$ cat src/sv/xnor_popcount_binary_conv_accumulate_assert.svh
// ----------------------------------------------------------------------------
// XNOR popcount accumulator assertion macros
// Shared concurrent assertion forms, clocked on clk and disabled in reset.
// ----------------------------------------------------------------------------
`ifndef XNOR_POPCOUNT_BINARY_CONV_ACCUMULATE_ASSERT_SVH
`define XNOR_POPCOUNT_BINARY_CONV_ACCUMULATE_ASSERT_SVH

// Consequent must hold in the same cycle as the antecedent.
`define XPBCA_ASSERT_IMPL(label, ante, cons) \
  label: assert property (@(posedge clk) disable iff (rst) (ante) |-> (cons)) \
    else $error("xpbca assertion failed");

// Consequent must hold in the cycle after the antecedent.
`define XPBCA_ASSERT_NEXT(label, ante, cons) \
  label: assert property (@(posedge clk) disable iff (rst) (ante) |=> (cons)) \
    else $error("xpbca assertion failed");

`endif

$ cat src/sv/xpbca_pkg.sv
// ----------------------------------------------------------------------------
// XNOR popcount accumulator package
// Field widths, default parameters, the close record type and the popcount.
// ----------------------------------------------------------------------------
package xpbca_pkg;

  localparam int WORD_W        = 32;
  localparam int COUNT_W       = 17;
  localparam int SCALE_IN_W    = 16;
  localparam int SCALE_W       = 2 * SCALE_IN_W;
  localparam int DIFF_W        = COUNT_W + 2;
  localparam int PROD_W        = DIFF_W + SCALE_W + 1;
  localparam int ACT_W         = 50;
  localparam int POP_W         = $clog2(WORD_W + 1);
  localparam int ACC_FIELD_MAX = (1 << COUNT_W) - 1;

  localparam int DEF_WORD_BITS = 32;
  localparam int DEF_MAX_COUNT = 65536;

  localparam int QUEUE_DEPTH   = 2;

  // Everything the back end needs to scale one closed output position.
  typedef struct packed {
    logic [COUNT_W-1:0]    match_count;
    logic [COUNT_W-1:0]    ops;
    logic [SCALE_IN_W-1:0] alpha;
    logic [SCALE_IN_W-1:0] kscale;
  } close_rec_t;

  // Counts nibbles first, then sums the nibble counts.
  function automatic logic [POP_W-1:0] popcount_word(input logic [WORD_W-1:0] w);
    logic [2:0]       nib;
    logic [POP_W-1:0] total;
    total = '0;
    for (int i = 0; i < WORD_W / 4; i++) begin
      nib = 3'(w[4*i]) + 3'(w[4*i+1]) + 3'(w[4*i+2]) + 3'(w[4*i+3]);
      total = total + POP_W'(nib);
    end
    return total;
  endfunction

endpackage

$ cat src/sv/xpbca_front.sv
// ----------------------------------------------------------------------------
// XNOR popcount accumulator front end
// Registers the popcount of each word, then adds it into the saturating
// match accumulator and hands a close record to the queue on the last word.
// ----------------------------------------------------------------------------
`include "xnor_popcount_binary_conv_accumulate_assert.svh"

module xpbca_front
  import xpbca_pkg::*;
#(
  parameter int WORD_BITS = DEF_WORD_BITS,
  parameter int MAX_COUNT = DEF_MAX_COUNT
) (
  input  logic                  clk,
  input  logic                  rst,
  input  logic                  in_valid,
  output logic                  in_ready,
  input  logic [WORD_W-1:0]     source_bits,
  input  logic [WORD_W-1:0]     weight_bits,
  input  logic                  tap_in_bounds,
  input  logic                  last_word,
  input  logic [COUNT_W-1:0]    bits_counted,
  input  logic [SCALE_IN_W-1:0] channel_scale,
  input  logic [SCALE_IN_W-1:0] pixel_scale,
  input  logic                  q_ready,
  output logic                  q_push,
  output close_rec_t            q_data
);

  localparam int LIMIT = (MAX_COUNT > ACC_FIELD_MAX) ? ACC_FIELD_MAX : MAX_COUNT;
  localparam logic [COUNT_W-1:0] COUNT_LIMIT = COUNT_W'(LIMIT);
  localparam logic [WORD_W-1:0]  WORD_MASK   = WORD_W'((64'd1 << WORD_BITS) - 64'd1);

  logic                  a_valid;
  logic [POP_W-1:0]      a_pop;
  logic                  a_in_bounds;
  logic                  a_last;
  logic [COUNT_W-1:0]    a_ops;
  logic [SCALE_IN_W-1:0] a_alpha;
  logic [SCALE_IN_W-1:0] a_kscale;
  logic                  a_go;

  logic [COUNT_W-1:0]    acc;
  logic [COUNT_W-1:0]    acc_next;
  logic [COUNT_W:0]      acc_sum;
  logic [COUNT_W-1:0]    acc_new;

  // Only a closing word can stall, and only when the queue is full.
  assign a_go     = !a_last || q_ready;
  assign in_ready = !a_valid || a_go;

  always_ff @(posedge clk) begin
    if (rst) begin
      a_valid <= 1'b0;
    end else if (in_ready) begin
      a_valid <= in_valid;
    end
  end

  always_ff @(posedge clk) begin
    if (in_valid && in_ready) begin
      a_pop       <= popcount_word(~(source_bits ^ weight_bits) & WORD_MASK);
      a_in_bounds <= tap_in_bounds;
      a_last      <= last_word;
      a_ops       <= bits_counted;
      a_alpha     <= channel_scale;
      a_kscale    <= pixel_scale;
    end
  end

  always_comb begin
    acc_sum = {1'b0, acc} + (COUNT_W + 1)'(a_pop);
    acc_new = acc;
    if (a_in_bounds) begin
      acc_new = (acc_sum > {1'b0, COUNT_LIMIT}) ? COUNT_LIMIT : acc_sum[COUNT_W-1:0];
    end
    acc_next = acc;
    if (a_valid && a_go) begin
      acc_next = a_last ? '0 : acc_new;
    end
  end

  always_ff @(posedge clk) begin
    if (rst) begin
      acc <= '0;
    end else begin
      acc <= acc_next;
    end
  end

  assign q_push = a_valid && a_last && q_ready;
  assign q_data = '{match_count: acc_new, ops: a_ops, alpha: a_alpha, kscale: a_kscale};

  `XPBCA_ASSERT_IMPL(acc_within_limit, 1'b1, acc <= COUNT_LIMIT)
  `XPBCA_ASSERT_NEXT(acc_cleared_after_close, q_push, acc == '0)

endmodule

$ cat src/sv/xpbca_queue.sv
// ----------------------------------------------------------------------------
// XNOR popcount accumulator close queue
// Short first-in first-out buffer of close records between front and back.
// ----------------------------------------------------------------------------
`include "xnor_popcount_binary_conv_accumulate_assert.svh"

module xpbca_queue
  import xpbca_pkg::*;
(
  input  logic       clk,
  input  logic       rst,
  input  logic       push,
  input  close_rec_t push_data,
  output logic       push_ready,
  output logic       pop_valid,
  input  logic       pop_ready,
  output close_rec_t pop_data
);

  localparam int PTR_W = (QUEUE_DEPTH > 1) ? $clog2(QUEUE_DEPTH) : 1;
  localparam int CNT_W = $clog2(QUEUE_DEPTH + 1);
  localparam logic [PTR_W-1:0] PTR_LAST = PTR_W'(QUEUE_DEPTH - 1);
  localparam logic [CNT_W-1:0] CNT_FULL = CNT_W'(QUEUE_DEPTH);

  close_rec_t       entries [QUEUE_DEPTH];
  logic [PTR_W-1:0] wr_ptr;
  logic [PTR_W-1:0] rd_ptr;
  logic [CNT_W-1:0] count;
  logic             do_pop;

  assign push_ready = (count != CNT_FULL);
  assign pop_valid  = (count != '0);
  assign pop_data   = entries[rd_ptr];
  assign do_pop     = pop_valid && pop_ready;

  always_ff @(posedge clk) begin
    if (push) begin
      entries[wr_ptr] <= push_data;
    end
  end

  always_ff @(posedge clk) begin
    if (rst) begin
      wr_ptr <= '0;
      rd_ptr <= '0;
      count  <= '0;
    end else begin
      if (push) begin
        wr_ptr <= (wr_ptr == PTR_LAST) ? '0 : wr_ptr + PTR_W'(1);
      end
      if (do_pop) begin
        rd_ptr <= (rd_ptr == PTR_LAST) ? '0 : rd_ptr + PTR_W'(1);
      end
      if (push && !do_pop) begin
        count <= count + CNT_W'(1);
      end else if (do_pop && !push) begin
        count <= count - CNT_W'(1);
      end
    end
  end

  `XPBCA_ASSERT_IMPL(no_push_when_full, push, count != CNT_FULL)

endmodule

$ cat src/sv/xpbca_back.sv
// ----------------------------------------------------------------------------
// XNOR popcount accumulator back end
// Three stage scaling pipeline: difference and scale product, full product,
// then saturation into the result register.
// ----------------------------------------------------------------------------
`include "xnor_popcount_binary_conv_accumulate_assert.svh"

module xpbca_back
  import xpbca_pkg::*;
(
  input  logic                     clk,
  input  logic                     rst,
  input  logic                     pop_valid,
  output logic                     pop_ready,
  input  close_rec_t               pop_data,
  output logic                     out_valid,
  input  logic                     out_ready,
  output logic signed [ACT_W-1:0]  activation,
  output logic [COUNT_W-1:0]       match_count
);

  localparam logic signed [PROD_W-1:0] ACT_HI =
    {{(PROD_W - ACT_W + 1){1'b0}}, {(ACT_W - 1){1'b1}}};
  localparam logic signed [PROD_W-1:0] ACT_LO =
    {{(PROD_W - ACT_W + 1){1'b1}}, {(ACT_W - 1){1'b0}}};

  logic                      s1_valid;
  logic signed [DIFF_W-1:0]  s1_diff;
  logic [SCALE_W-1:0]        s1_scale;
  logic [COUNT_W-1:0]        s1_count;
  logic                      s2_valid;
  logic signed [PROD_W-1:0]  s2_prod;
  logic [COUNT_W-1:0]        s2_count;
  logic                      en1;
  logic                      en2;
  logic                      en3;

  // Each stage moves when the one after it is empty or moving too.
  assign en3       = !out_valid || out_ready;
  assign en2       = !s2_valid || en3;
  assign en1       = !s1_valid || en2;
  assign pop_ready = en1;

  always_ff @(posedge clk) begin
    if (rst) begin
      s1_valid  <= 1'b0;
      s2_valid  <= 1'b0;
      out_valid <= 1'b0;
    end else begin
      if (en1) begin
        s1_valid <= pop_valid;
      end
      if (en2) begin
        s2_valid <= s1_valid;
      end
      if (en3) begin
        out_valid <= s2_valid;
      end
    end
  end

  always_ff @(posedge clk) begin
    if (en1 && pop_valid) begin
      s1_diff  <= $signed({1'b0, pop_data.match_count, 1'b0}) -
                  $signed({2'b00, pop_data.ops});
      s1_scale <= SCALE_W'(pop_data.alpha) * SCALE_W'(pop_data.kscale);
      s1_count <= pop_data.match_count;
    end
    if (en2 && s1_valid) begin
      s2_prod  <= PROD_W'(s1_diff) * PROD_W'($signed({1'b0, s1_scale}));
      s2_count <= s1_count;
    end
    if (en3 && s2_valid) begin
      if (s2_prod > ACT_HI) begin
        activation <= ACT_HI[ACT_W-1:0];
      end else if (s2_prod < ACT_LO) begin
        activation <= ACT_LO[ACT_W-1:0];
      end else begin
        activation <= s2_prod[ACT_W-1:0];
      end
      match_count <= s2_count;
    end
  end

  `XPBCA_ASSERT_NEXT(prod_held_in_stall, s2_valid && !en3, s2_valid && $stable(s2_prod))
  `XPBCA_ASSERT_NEXT(scale_zero_gives_zero, s1_valid && en2 && (s1_scale == '0), s2_prod == '0)

endmodule

$ cat src/sv/xnor_popcount_binary_conv_accumulate.sv
// ----------------------------------------------------------------------------
// XNOR popcount binary convolution accumulator
// Accumulates XNOR popcounts of packed bit words and emits the scaled
// activation (2*matches - bits_counted)*alpha*k on each last word.
// ----------------------------------------------------------------------------
//  channel  valid / ready          payload
//  input    in_valid / in_ready    source_bits weight_bits tap_in_bounds last_word
//                                  bits_counted channel_scale pixel_scale
//  output   out_valid / out_ready  activation match_count
//
// The front end takes one word per cycle while in_ready is high: a popcount stage,
// then the accumulator add. A taken last word's result passes the front stage, the
// close queue, two multiply stages and the saturating result register to out_valid.
// Reset (rst, synchronous) clears the accumulator, the queue and all valid bits.
// out_ready low fills the back pipeline and queue; only then does a last word
// hold the front stage and drop in_ready. Middle words never stall, padded or not.
module xnor_popcount_binary_conv_accumulate
  import xpbca_pkg::*;
#(
  parameter int WORD_BITS = DEF_WORD_BITS,
  parameter int MAX_COUNT = DEF_MAX_COUNT
) (
  input  logic                    clk,
  input  logic                    rst,
  input  logic                    in_valid,
  output logic                    in_ready,
  input  logic [WORD_W-1:0]       source_bits,
  input  logic [WORD_W-1:0]       weight_bits,
  input  logic                    tap_in_bounds,
  input  logic                    last_word,
  input  logic [COUNT_W-1:0]      bits_counted,
  input  logic [SCALE_IN_W-1:0]   channel_scale,
  input  logic [SCALE_IN_W-1:0]   pixel_scale,
  output logic                    out_valid,
  input  logic                    out_ready,
  output logic signed [ACT_W-1:0] activation,
  output logic [COUNT_W-1:0]      match_count
);

  logic       q_push;
  logic       q_ready;
  close_rec_t q_wdata;
  logic       q_valid;
  logic       q_pop_ready;
  close_rec_t q_rdata;

  xpbca_front #(
    .WORD_BITS(WORD_BITS),
    .MAX_COUNT(MAX_COUNT)
  ) u_front (
    .clk          (clk),
    .rst          (rst),
    .in_valid     (in_valid),
    .in_ready     (in_ready),
    .source_bits  (source_bits),
    .weight_bits  (weight_bits),
    .tap_in_bounds(tap_in_bounds),
    .last_word    (last_word),
    .bits_counted (bits_counted),
    .channel_scale(channel_scale),
    .pixel_scale  (pixel_scale),
    .q_ready      (q_ready),
    .q_push       (q_push),
    .q_data       (q_wdata)
  );

  xpbca_queue u_queue (
    .clk       (clk),
    .rst       (rst),
    .push      (q_push),
    .push_data (q_wdata),
    .push_ready(q_ready),
    .pop_valid (q_valid),
    .pop_ready (q_pop_ready),
    .pop_data  (q_rdata)
  );

  xpbca_back u_back (
    .clk        (clk),
    .rst        (rst),
    .pop_valid  (q_valid),
    .pop_ready  (q_pop_ready),
    .pop_data   (q_rdata),
    .out_valid  (out_valid),
    .out_ready  (out_ready),
    .activation (activation),
    .match_count(match_count)
  );

endmodule

$ cat config.mk
export PLATFORM = sky130hd
export DESIGN_NAME = xnor_popcount_binary_conv_accumulate
export DESIGN_NICKNAME = d
export VERILOG_FILES = /design/src/sv/xpbca_pkg.sv /design/src/sv/xpbca_front.sv /design/src/sv/xpbca_queue.sv /design/src/sv/xpbca_back.sv /design/src/sv/xnor_popcount_binary_conv_accumulate.sv
export VERILOG_INCLUDE_DIRS = /design/src /design/src/sv
export SDC_FILE = /design/constraint.sdc
export NUM_CORES = 2
export LEC_CHECK = 0
export BUFFER_PORTS_ARGS = -buffer_cell sky130_fd_sc_hd__clkbuf_2
export CAP_MARGIN = 20
export CORE_ASPECT_RATIO = 1.2
export CORE_MARGIN = 5
export CORE_UTILIZATION = 65
export CTS_CLUSTER_DIAMETER = 120
export DETAILED_ROUTE_END_ITERATION = 12
export PLACE_DENSITY = 0.83
export SETUP_SLACK_MARGIN = 0.4
export SYNTH_ARGS = -nofsm -noshare
export SYNTH_HDL_FRONTEND = slang
export SYNTH_HIERARCHICAL = 1
export SYNTH_SLANG_ARGS = --single-unit
$ cat constraint.sdc
create_clock -name clk -period 9.08 [get_ports clk]
set_input_delay 1.816 -clock clk [delete_from_list [all_inputs] [get_ports clk]]
set_output_delay 1.816 -clock clk [all_outputs]
set_load 0.01 [all_outputs]
# Word level (Yosys, flattened, before mapping)

Memory sizes are Yosys's and may differ from the RTL's. A register that Yosys moved wholly into a read port is not among the register bits.
Index checks and enable logic that the tools add are counted.

Memories: 1
Output and inout bits: 69
Memory bits (writable): 132
Register bits: 286
Logic and storage cells: 102

Memories:

| memory          | depth | bits a word | rd ports | clocked after memory_dff | write ports | RTL line          | text |
|---|---|---|---|---|---|---|---|
| u_queue.entries | 2     | 66          | 1        | 1                        | 1           | xpbca_queue.sv:25 | `close_rec_t entries [QUEUE_DEPTH];` |

Mux-type cells: 12
Equal/unequal tests: 1
Reduce and logical (&&, ||, !) cells: 23
Add/subtract/negate cells: 37
Bitwise operators: 2
$lt $le $gt $ge: 3
Multiply operators: 2

Operators by type and width:

| operator                                                                           | number |
|---|---|
| 52-bit by 50-bit greater-than comparator with 1-bit output (second input constant) | 1 |
| 52-bit by 50-bit less-than comparator with 1-bit output (second input constant)    | 1 |
| 19-bit by 33-bit multiplier with 52-bit output                                     | 1 |
| 17-bit 2-to-1 mux                                                                  | 3 |
| 50-bit 2-to-1 mux                                                                  | 1 |
| 3-bit by 1-bit adder with 3-bit output                                             | 16 |
| 6-bit by 3-bit adder with 6-bit output                                             | 6 |
| 16-bit by 16-bit multiplier with 32-bit output                                     | 1 |
| 32-bit NOT                                                                         | 1 |
| 32-bit bitwise XOR                                                                 | 1 |
| 18-bit by 17-bit subtractor with 19-bit output                                     | 1 |
| 17-bit by 6-bit adder with 18-bit output                                           | 1 |
| 18-bit by 17-bit greater-than comparator with 1-bit output (second input constant) | 1 |
| 1-bit by 1-bit adder with 2-bit output                                             | 8 |
| 1-bit logical AND                                                                  | 9 |
| 1-bit zero test                                                                    | 7 |
| 1-bit 2-to-1 mux                                                                   | 6 |
| 1-bit logical OR                                                                   | 5 |
| 3-bit by 3-bit adder with 4-bit output                                             | 1 |
| 2-bit 2-to-1 mux                                                                   | 2 |
| 2-bit nonzero test                                                                 | 2 |
| 1-bit adder (second input constant)                                                | 2 |
| 2-bit by 1-bit adder with 2-bit output (second input constant)                     | 1 |
| 2-bit inequality test (second input constant)                                      | 1 |
| 2-bit by 1-bit subtractor with 2-bit output (second input constant)                | 1 |

# Logic depth before layout (Yosys ltp)

Word-level depth: 12
Mapped depth: 26

# Modules after synthesis

The synthesis kept the hierarchy.

By module, submodules not included:

| module      | sequential area each (um2) | instances | area each (um2) | cells each |
|---|---|---|---|---|
| xpbca_back  | 6185.9                     | 1         | 35645.4         | 3643 |
| xpbca_queue | 4063.9                     | 1         | 4978.5          | 227 |
| xpbca_front | 2072.0                     | 1         | 4660.7          | 409 |

# Worst setup path after synthesis

OpenSTA, ideal clock, no wires.

Path kind: input-to-reg
Start point: input port out_ready
End point: register u_back.s2_count[0] (enable)
Buffers on the path: 0
Stages: 2
Required time: 8.478 ns
Arrival time: 6.931 ns
Setup time: 0.602 ns
Slack: 1.548 ns
Path through: nor2b_1 -> a21boi_0

Cells in the longest elaborated chain, start to end: 3

Ends and longest elaborated chain:

| element              | RTL line                                   | text |
|---|---|---|
| from (decl)          | xnor_popcount_binary_conv_accumulate.sv:35 | `input logic out_ready,` |
| 1-bit logical OR     | xpbca_back.sv:39                           | `assign en3 = !out_valid \|\| out_ready;` |
| 1-bit logical OR     | xpbca_back.sv:40                           | `assign en2 = !s2_valid \|\| en3;` |
| 1-bit logical AND    | xpbca_back.sv:69                           | `if (en2 && s1_valid) begin` |
| to (signal assigned) | xpbca_back.sv:71                           | `s2_count <= s1_count;` |
| to (decl)            | xpbca_back.sv:33                           | `logic [COUNT_W-1:0] s2_count;` |

Every way passes these cells.
A chain may end at the register's enable or synchronous reset.

# Worst setup path after layout

Start point: register u_back.s1_diff[8]
End point: register u_back.s2_prod[51], data pin

Cells in the longest elaborated chain, start to end: 1

Ends and longest elaborated chain:

| element                                        | RTL line         | text |
|---|---|---|
| from (decl)                                    | xpbca_back.sv:28 | `logic signed [DIFF_W-1:0] s1_diff;` |
| from (signal assigned)                         | xpbca_back.sv:64 | `s1_diff <= $signed({1'b0, pop_data.match_count, 1'b0}) -` |
| 19-bit by 33-bit multiplier with 52-bit output | xpbca_back.sv:70 | `s2_prod <= PROD_W'(s1_diff) * PROD_W'($signed({1'b0, s1_scale}));` |
| to (signal assigned)                           | xpbca_back.sv:70 |  |
| to (decl)                                      | xpbca_back.sv:32 | `logic signed [PROD_W-1:0] s2_prod;` |

Every way passes these cells.

==> results_dict.tcl <==
set metrics [dict create \
    synth_edf_count 393 \
    cts.root.buffer_cell "clkbuf_16" \
    final_core_util_pct 69.79 \
    viasPerCell 5.663 \
    hold_depth 0 \
    min_path_type "flip-flop to flip-flop" \
    overflow 0 \
    postCtsHoldBufs 0 \
    rrSetupSlack_ns 1.07 \
    fin_nets 5522 \
    finClkSkew_ns 0.04695 \
    htree_num_levels 2 \
    worst_r2r_path_depth 20 \
    first_global_vias 32961 \
    critPathKind "flip-flop to flip-flop" \
    synth.area.top_cells "fa_1, edfxtp_1, ha_1" \
    drc 0 \
    dp.cells 5222 \
    dr_total_vias 30031 \
    synth_most_common_cell "inv_1" \
    max_cap_violations 0 \
    post_cts_buffers 0 \
    async_flop_share_pct 0 \
    post-dp-hpwl_mm 75.91 \
    synth_flop_cell "edfxtp_1" \
    synth_top_area_cell "fa_1" \
    outcome "finished, final reports clean" \
    clk_path_buf_depth 3 \
    antenna_found_initial 0 \
    fin_cells 5303 \
    fmax_mhz 124.8 \
    grt_max_degree 70 \
    setup_viol 0 \
    grt_pass1_wl_mm 163.3 \
    syn_inst 4279 \
    ant_nets 0 \
    critPathArrivalTime_ns 8.36 \
    first_iter_violations 2072 \
    setup_tns_ns 0 \
    finalCritPeriodShare_pct 88.26 \
    clock_latency_ns 0.61 \
    syn_nets 5449 \
    worst_slew_pin_slew_ns 1.149 \
    die_w_um 251.0 \
    slew_headroom_pct 23.40 \
    cts_tree "done" \
    die-area_mm2 0.07507 \
    clock-sinks 419 \
    gp_congestion 0.9451 \
    netlist_area_mm2 0.04528 \
    num_antenna_cells 0 \
    rsz0062_at_grt "false" \
    numCtsBuffers 42 \
    crit_path_end_kind "flip-flop" \
    seq_area_frac_synth_pct 27.21 \
    area_growth_pct 6.899 \
    cp_max_fo 32 \
    start_kind "flip-flop" \
    cts.clk_slew.worst_paths_ns 0.07 \
    required_ns 9.43 \
    fp.coreArea_mm2 0.06936 \
    boundaryPins 188 \
    cts_resized 0 \
    drv_slew 0 \
    fp-row-count 106 \
    yosysWarnings 6 \
    drtPass1Iterations 7 \
    drive_gt1_share_pct 8.826 \
    ys_seq_elements 419 \
    synth_cell_types 86 \
    yosysTopAreaCellShare_pct 32.23 \
    portBuffers 187 \
    start_util_pct 65.29 \
    syn_avg_cell_area_um2 10.58 \
    hold_viol_final 0 \
    wirelength_mm 98.37 \
    layout_min_cycle_time_ns 8.014 \
    grt_usage_pct 26.69 \
    synth_commonest_cells "inv_1, fa_1, nand2_1, edfxtp_1, and2_1" \
    die_h_um 299.1 \
    routedWlPerCell_um 18.55 \
]
[state kept, by name, indices dropped and copies added, names as in the netlist, 2 cells and up, named ones only]
| signal | count |
|---|---|
| u_back/activation | 50 |
| u_back/match_count | 17 |
| u_back/s1_count | 17 |
| u_back/s1_diff | 19 |
| u_back/s1_scale | 32 |
| u_back/s2_count | 17 |
| u_back/s2_prod | 52 |
| u_front/a_alpha | 16 |
| u_front/a_kscale | 16 |
| u_front/a_ops | 17 |
| u_front/a_pop | 6 |
| u_front/acc | 17 |
| u_queue/count | 2 |
| u_queue/entries | 132 |
[cell type report]
class                           count  area, um2
Clock inverter                     26      331.6
Tap cell                          918       1149
Sequential cell                   419      12320
Inverter                          807       3029
Timing Repair Buffer              216       1254
Clock buffer                       51       1105
Multi-Input combinational cell   2866      29220
Fill cell                        4998      20960
[worst max-delay path, stage by stage (launching register included)]
cell and delay, ns:
edfxtp_1 1.11, and2_1 0.29, fa_1 0.44, inv_1 0.10, fa_1 0.44, fa_1 0.54, inv_1 0.07, fa_1 0.55
fa_1 0.42, fa_1 0.52, fa_1 0.46, ha_1 0.39, and3_1 0.24, and3_1 0.30, nand3_1 0.10, a211oi_1 0.51
o2111ai_1 0.27, a211oi_2 0.31, o211ai_1 0.18, a2111oi_0 0.41, nor4bb_1 0.10
[worst paths after layout]
| path | from | endpoint |
|---|---|---|
| worst max register to register | u_back/s1_diff[8] | u_back/s2_prod[51] |
| worst min-delay path | u_back/s1_count[4] | u_back/s2_count[4] |
| worst min register to register | u_back/s1_count[4] | u_back/s2_count[4] |
| worst max-delay path | u_back/s1_diff[8] | u_back/s2_prod[51] |
[logic make-up after synthesis]
kind of cell	share of synthesized area (%)
adder cells (fa/ha/maj)	41.12
AO/OA/AOI/OAI	5.523
AND/OR/NAND/NOR	13.35
buffers and inverters	8.419
multiplexers	1.804
flip-flops	27.21
XOR/XNOR	2.572
[placed cells by master (no fill, tap or decap), types with 19 or more instances in the layout]
cell type / synthesis / layout
nor2_1: 171 / 170
and2_1: 385 / 383
a211oi_1: 19 / 19
nand3_1: 26 / 26
o21ai_0: 49 / 49
edfxtp_1: 393 / 393
xor2_1: 52 / 52
a21oi_1: 100 / 100
a21o_1: 41 / 41
mux2_2: 67 / 67
fa_1: 729 / 729
nand2_1: 517 / 517
nor2b_1: 40 / 38
inv_1: 807 / 807
buf_4: 1 / 24
clkbuf_2: 0 / 187
clkbuf_16: 0 / 42
dfxtp_1: 26 / 25
xnor2_1: 81 / 81
ha_1: 322 / 322
[per-layer routing]
metal	global-route usage [%]	part of all wire [%]	wire, um	vias to the layer above
li1	-	-	-	13545
met1	33.84	38	37660	15062
met2	46.90	51	50180	1191
met3	5.128	7.7	7575	233
met4	8.162	3.0	2957	0
met5	0	0	0	-
[per-stage QoR]
step	cell area [um2]	hold slack, ns	worst slack, ns
final	48410	0.4129	1.066
after global routing	48410	0.4145	0.7907
after CTS	48300	0.4106	1.102
after detailed placement	46860	0.4045	1.159
after global placement	46830	0.4008	1.311
after floorplan	45280	0.4003	1.548
Power is not shown: default switching activity piles up to over one toggle a cycle in this logic, so the estimate is an artifact.
